--- src/rtl/gn3_pkg.sv ---
//------------------------------------------------------------------------------
// gn3_pkg
// Shared types, constants and fixed-point helpers for the 3D gradient noise.
//------------------------------------------------------------------------------
package gn3_pkg;
    localparam int TableSize = 256;
    localparam int IdxW      = 8;
    localparam int FracBits  = 16;
    localparam int ValW      = 40;
    localparam int MulW      = 24;

    localparam logic KIND_LOAD = 1'b0;
    localparam logic KIND_EVAL = 1'b1;

    typedef logic signed [ValW-1:0] t_val;

    typedef struct packed {
        logic        kind;
        logic [7:0]  table_index;
        logic [7:0]  table_value;
        logic [31:0] pos_x;
        logic [31:0] pos_y;
        logic [31:0] pos_z;
    } t_in;

    typedef struct packed {
        logic [17:0] noise_value;
    } t_out;

    // Signed product with FracBits fraction bits, rounded half away from zero.
    // The first operand is always a fraction or a fade value, which fits MulW bits.
    function automatic t_val qmul(input t_val a, input t_val b);
        logic [MulW-1:0]      ma;
        logic [ValW-1:0]      mb;
        logic [ValW+MulW-1:0] p;
        logic [ValW-1:0]      r;
        logic                 ng;
        begin
            ng = a[ValW-1] ^ b[ValW-1];
            ma = a[ValW-1] ? MulW'(~a + 1'b1) : MulW'(a);
            mb = b[ValW-1] ? (~b + 1'b1) : b;
            p  = ma * mb + ((ValW+MulW)'(1) << (FracBits - 1));
            r  = p[FracBits +: ValW];
            qmul = ng ? t_val'(~r + 1'b1) : t_val'(r);
        end
    endfunction

    function automatic t_val grad(input logic [3:0] h, input t_val x, input t_val y,
                                  input t_val z);
        t_val u;
        t_val v;
        begin
            u = (h < 4'd8) ? x : y;
            v = (h < 4'd4) ? y : ((h == 4'd12 || h == 4'd14) ? x : z);
            grad = (h[0] ? -u : u) + (h[1] ? -v : v);
        end
    endfunction
endpackage

--- src/rtl/gn3_ram.sv ---
//------------------------------------------------------------------------------
// gn3_ram
// Generic single-write, single-read RAM with registered read data.
//------------------------------------------------------------------------------
module gn3_ram #(
    parameter int Width = 8,
    parameter int Depth = 256
) (
    input  logic                     i_clk,
    input  logic                     i_we,
    input  logic [$clog2(Depth)-1:0] i_waddr,
    input  logic [Width-1:0]         i_wdata,
    input  logic [$clog2(Depth)-1:0] i_raddr,
    output logic [Width-1:0]         o_rdata
);
    logic [Width-1:0] r_mem [Depth];

    always_ff @(posedge i_clk) begin
        if (i_we) begin
            r_mem[i_waddr] <= i_wdata;
        end
        o_rdata <= r_mem[i_raddr];
    end
endmodule

--- src/rtl/gn3_perm.sv ---
//------------------------------------------------------------------------------
// gn3_perm
// Permutation table: memory plus a clearing pass that loads the identity.
//------------------------------------------------------------------------------
module gn3_perm import gn3_pkg::*; (
    input  logic            i_clk,
    input  logic            i_rst_n,
    input  logic            i_we,
    input  logic [IdxW-1:0] i_waddr,
    input  logic [7:0]      i_wdata,
    input  logic [IdxW-1:0] i_raddr,
    output logic [7:0]      o_rdata,
    output logic            o_busy
);
    logic [IdxW:0]   r_clr;
    logic            we;
    logic [IdxW-1:0] waddr;
    logic [7:0]      wdata;

    always_ff @(posedge i_clk) begin
        if (!i_rst_n) begin
            r_clr <= '0;
        end else if (!r_clr[IdxW]) begin
            r_clr <= r_clr + 1'b1;
        end
    end

    assign o_busy = !r_clr[IdxW];
    assign we     = o_busy || i_we;
    assign waddr  = o_busy ? r_clr[IdxW-1:0] : i_waddr;
    assign wdata  = o_busy ? 8'(r_clr[IdxW-1:0]) : i_wdata;

    gn3_ram #(.Width(8), .Depth(TableSize)) u_ram (
        .i_clk   (i_clk),
        .i_we    (we),
        .i_waddr (waddr),
        .i_wdata (wdata),
        .i_raddr (i_raddr),
        .o_rdata (o_rdata)
    );
endmodule

--- config.mk ---
export PLATFORM = sky130hd
export DESIGN_NAME = gn3_perm
export DESIGN_NICKNAME = d
export VERILOG_FILES = /design/src/rtl/gn3_pkg.sv /design/src/rtl/gn3_ram.sv /design/src/rtl/gn3_perm.sv
export SDC_FILE = /design/constraint.sdc
export NUM_CORES = 2
export LEC_CHECK = 0
export BUFFER_PORTS_ARGS = -buffer_cell sky130_fd_sc_hd__buf_2
export CAP_MARGIN = 0
export CORE_ASPECT_RATIO = 1.25
export CORE_MARGIN = 5
export CORE_UTILIZATION = 50
export CTS_BUF_LIST = sky130_fd_sc_hd__clkbuf_4 sky130_fd_sc_hd__clkbuf_8
export CTS_CLUSTER_SIZE = 24
export DETAILED_ROUTE_END_ITERATION = 6
export GPL_ROUTABILITY_DRIVEN = 0
export PLACE_DENSITY = 0.66
export SYNTH_ARGS = -nofsm -noshare
export SYNTH_HDL_FRONTEND = slang
export SYNTH_SLANG_ARGS = --single-unit
--- constraint.sdc ---
create_clock -name i_clk -period 14.5 [get_ports i_clk]
set_clock_uncertainty 0.2 [all_clocks]
set_input_delay 2.9 -clock i_clk [delete_from_list [all_inputs] [get_ports i_clk]]
set_output_delay 2.9 -clock i_clk [all_outputs]
set_load 0.02 [all_outputs]
==> run summary <==
The final critical path takes up 47.5% of the cycle. The worst-case vdd ir drop is 0.0000802 V. The die is 368 µm wide.

Yosys printed 0 warnings. The overall die height is 458 µm. The endpoint identified for the worst register-to-register timing path is u_ram.r_mem[84][3]. The cell sitting at the root of the clock tree is a sky130_fd_sc_hd__clkbuf_8.

After floorplanning, the core was sized to cover 160000 µm². The data required time at the worst endpoint came out at 15150 ps. The library cell used most frequently in the layout, excluding fill and tap cells, is sky130_fd_sc_hd__edfxtp_1.

The run finished with clean final reports. The total negative slack for setup checks is 0 ps. Timing would allow up to 0.145 GHz. The mean post-synth cell area came out at 20.7 µm². In this run the remaining antenna-violating nets after routing total 0. The count of state elements after synthesis came out at 2065. The power per cell area is 131 nW/µm².

The clock latency reported for the late side of the worst-skew pair is 1010 ps. The sequential group share of total power is 56.8%. For this run, the leading register cell type out of synthesis is sky130_fd_sc_hd__edfxtp_1. The critical path endpoint category is a register. The kind of critical path is input port to register. The worst setup path is launched from an input port. The worst-path maximum fanout is 90. Global routing finished with a remaining overflow of 0.

The number of stages on the worst hold path came out at 2. For this design, the CTS-stage hold fixing added 0 buffers. The netlist uses 60 different library cells. The internal power of the cells totals 9.04 mW. Data on the critical path arrives at its endpoint at 7540 ps. TritonCTS built the clock tree.

The final layout contains 4085 nets. The number of hold violations in the final report was 0. The CTS buffer count came out at 315. The first global-routing pass estimated 282 mm of wire.

The routed length per placed instance came out at 30.5 µm. The share of the synthesized area in the top cell type is 76.7%. In this design, the stage delay of the slowest critical-path cell is 1230 ps.

The multi-input gate area in the final layout is 17000 µm². The count of input and output buffers came out at 35. The total of cells resized after clock tree synthesis is 0. The initial DRC count came out at 4456. The internal reg-to-reg setup slack is 10280 ps.

For the pin with the worst max-slew slack, the measured transition is 1380 ps. The tightest hold path in the finished design has a slack of 410 ps. The number of nets in the synthesized netlist came out at 3900.

Leaving out fill and tap cells, the most frequent cells in the layout are sky130_fd_sc_hd__edfxtp_1, sky130_fd_sc_hd__mux4_2, sky130_fd_sc_hd__clkbuf_8, sky130_fd_sc_hd__nor2_1, sky130_fd_sc_hd__a22oi_1. The post-CTS setup buffer count is 0. The count of cells in the finished layout, fillers not included, comes to 6346. The utilization after layout came out at 55.1%.

The relative slew slack came out at 7.38%. The initial utilization of the core area, before any placement, comes to 50.2%. The worst hold path endpoint is r_clr[6]. The number of vias after detailed routing came out at 39700. The sequential area share after synthesis came out at 77.1%.

The combined flip-flop and latch cell area came out at 61800 µm². The critical path goes through buf_8, buf_12, buf_12, mux4_2, a211oi_1, a21boi_0, nor4_1, nor4_1. The final setup violation count is 0.

Summed over all nets, the half-perimeter wirelength after detailed placement is 113 mm. Entering global routing, the biggest net connects 167 pins. The path class of the tightest hold or removal check is register to register. The remaining routing DRC violations came out at 0. The reg-to-reg startpoint is r_clr[8]. The number of violations of the max-capacitance limit is 0. The I/O pin count is 36. The clock tree buffer depth is 4.

The synthesized cell area is 80200 µm². The wire length reported by the detailed router is 194 mm. The number of pins exceeding their max-slew limit in the final report is 0.

The async set-reset flop share out of synthesis came out at 0%. The kind of cell with the highest combined delay along the critical path is buffers and inverters. The static leakage is 26.9 nW.

The area overhead of the layout relative to synthesis is 9.78%. The clock-pin slew on the worst setup and hold paths is 70 ps. The power share of the clock group came out at 39.0%.

The via count of the first global-routing pass is 40600. The synthesized design spends more area on one cell type than any other, namely sky130_fd_sc_hd__edfxtp_1. The initial antenna violation count is 11. The number of search-and-repair iterations in the first detailed-routing pass came out at 6.

The gate count after technology mapping is 3872. The share of final-layout standard cells stronger than drive strength 1 is 23.7%. The slowest library cell on the worst path is sky130_fd_sc_hd__nor4_1.

The post-route minimum period is 6880 ps. The reported net switching power is 2.50 mW. In this run, synthesis inferred 2048 flip-flops with an integrated enable.

The floorplan step defined a die boundary enclosing 168000 µm². The part of the total power dissipated in combinational logic came out at 4.2%. The switching power share of the total is 21.7%. The start point of the worst min-delay path is r_clr[6].

Global routing consumed, over all layers together, 22.9% of the routing resources. The clock drives 2065 sinks. The buffer and inverter count on the worst path came out at 3. The via count normalized by instance count is 6.26. The row count came out at 164. In the post-synthesis netlist, the biggest area contributors are sky130_fd_sc_hd__edfxtp_1, sky130_fd_sc_hd__mux4_2, sky130_fd_sc_hd__mux2i_1.

The filler cell count in the final layout came out at 12000. Setup repair after global routing left no endpoint under its margin. The cell total after placement is 5815. The number of H-tree branching levels is 5. Measured in cells, the most critical reg-to-reg path has a length of 4.
[final cells by class]
cell class | count | share of cell area [%]
sequential | 2065 | 70.3
multi-input combinational | 1562 | 19.3
clock buffer | 416 | 5.89
tap | 2075 | 2.95
timing repair buffer | 103 | 0.904
clock inverter | 108 | 0.603
inverter | 10 | 0.0426
antenna | 7 | 0.0199
[state kept, by name, indices dropped and copies added (netlist names)]
signal	cells
u_ram.r_mem	2048
r_clr	9
u_ram.o_rdata	8
[metrics by stage]
step                      setup slack, ps  total power [mW]  cell area (µm²)
after floorplan                      1300              7.00            80200
after global placement               6650              7.16            82300
after detailed placement             6530              7.16            82300
after CTS                            7690              11.6            88000
after global routing                 7570              11.9            88000
final                                7620              11.5            88000
[routing by layer]
metal | part of all wire [%] | wire (µm) | GRT usage (%)
met2 | 49 | 94500 | 36.6
met5 | 0.0067 | 13 | 0
met4 | 3.5 | 6730 | 8.52
met1 | 39 | 75800 | 31.5
met3 | 8.6 | 16700 | 4.72
[worst register-to-register path, cell delays in order (launching register included)]
cell                       delay [ps]
sky130_fd_sc_hd__dfxtp_1          330
sky130_fd_sc_hd__clkinv_1         270
sky130_fd_sc_hd__o32ai_1         1140
sky130_fd_sc_hd__nand2_1          840
sky130_fd_sc_hd__nor2_1          1030
[Yosys cell counts, drive strengths merged, types with 9 or more instances]
cell type / n
edfxtp: 2048
mux4: 425
nor2: 271
a22oi: 183
mux2i: 176
buf: 125
clkbuf: 110
nand2: 105
a21oi: 48
o21ai: 38
o221ai: 32
nand3: 29
a22o: 24
nor4: 23
o211ai: 22
dfxtp: 17
o22ai: 17
a211oi: 16
a221oi: 16
nor3: 16
a21boi: 15
nand4: 13
and3: 11
nor2b: 11
and2: 9
inv: 9
[worst max-delay path by stage]
stage,cells after the start,to,start
after CTS,8,u_ram.o_rdata[0],i_raddr[0]
after detailed placement,8,u_ram.o_rdata[0],i_raddr[0]
after floorplan,4,u_ram.r_mem[0][1],r_clr[8]
after global placement,8,u_ram.o_rdata[0],i_raddr[0]
after global routing,8,u_ram.o_rdata[0],i_raddr[0]
final,8,u_ram.o_rdata[0],i_raddr[0]
[power by group through the flow]
stage | clock network (mW) | registers, mW | logic, mW
after floorplan | 0 | 6.70 | 0.306
after global placement | 0 | 6.67 | 0.483
after detailed placement | 0 | 6.67 | 0.488
after CTS | 4.57 | 6.55 | 0.488
after global routing | 4.85 | 6.54 | 0.510
final | 4.50 | 6.55 | 0.485
[cell families after synthesis]
kind of cell / after synthesis / share of synthesized area (%)
AOI/OAI and AO/OA: 443 / 4.01
xor gates and xnor gates: 5 / 0.0546
adders and majority gates: 1 / 0.0156
buffers and inverters: 245 / 1.84
DFF: 2065 / 77.1
muxes: 604 / 14.2
and+or+nand+nor: 509 / 2.76
Power figures use the tool's default switching activity.
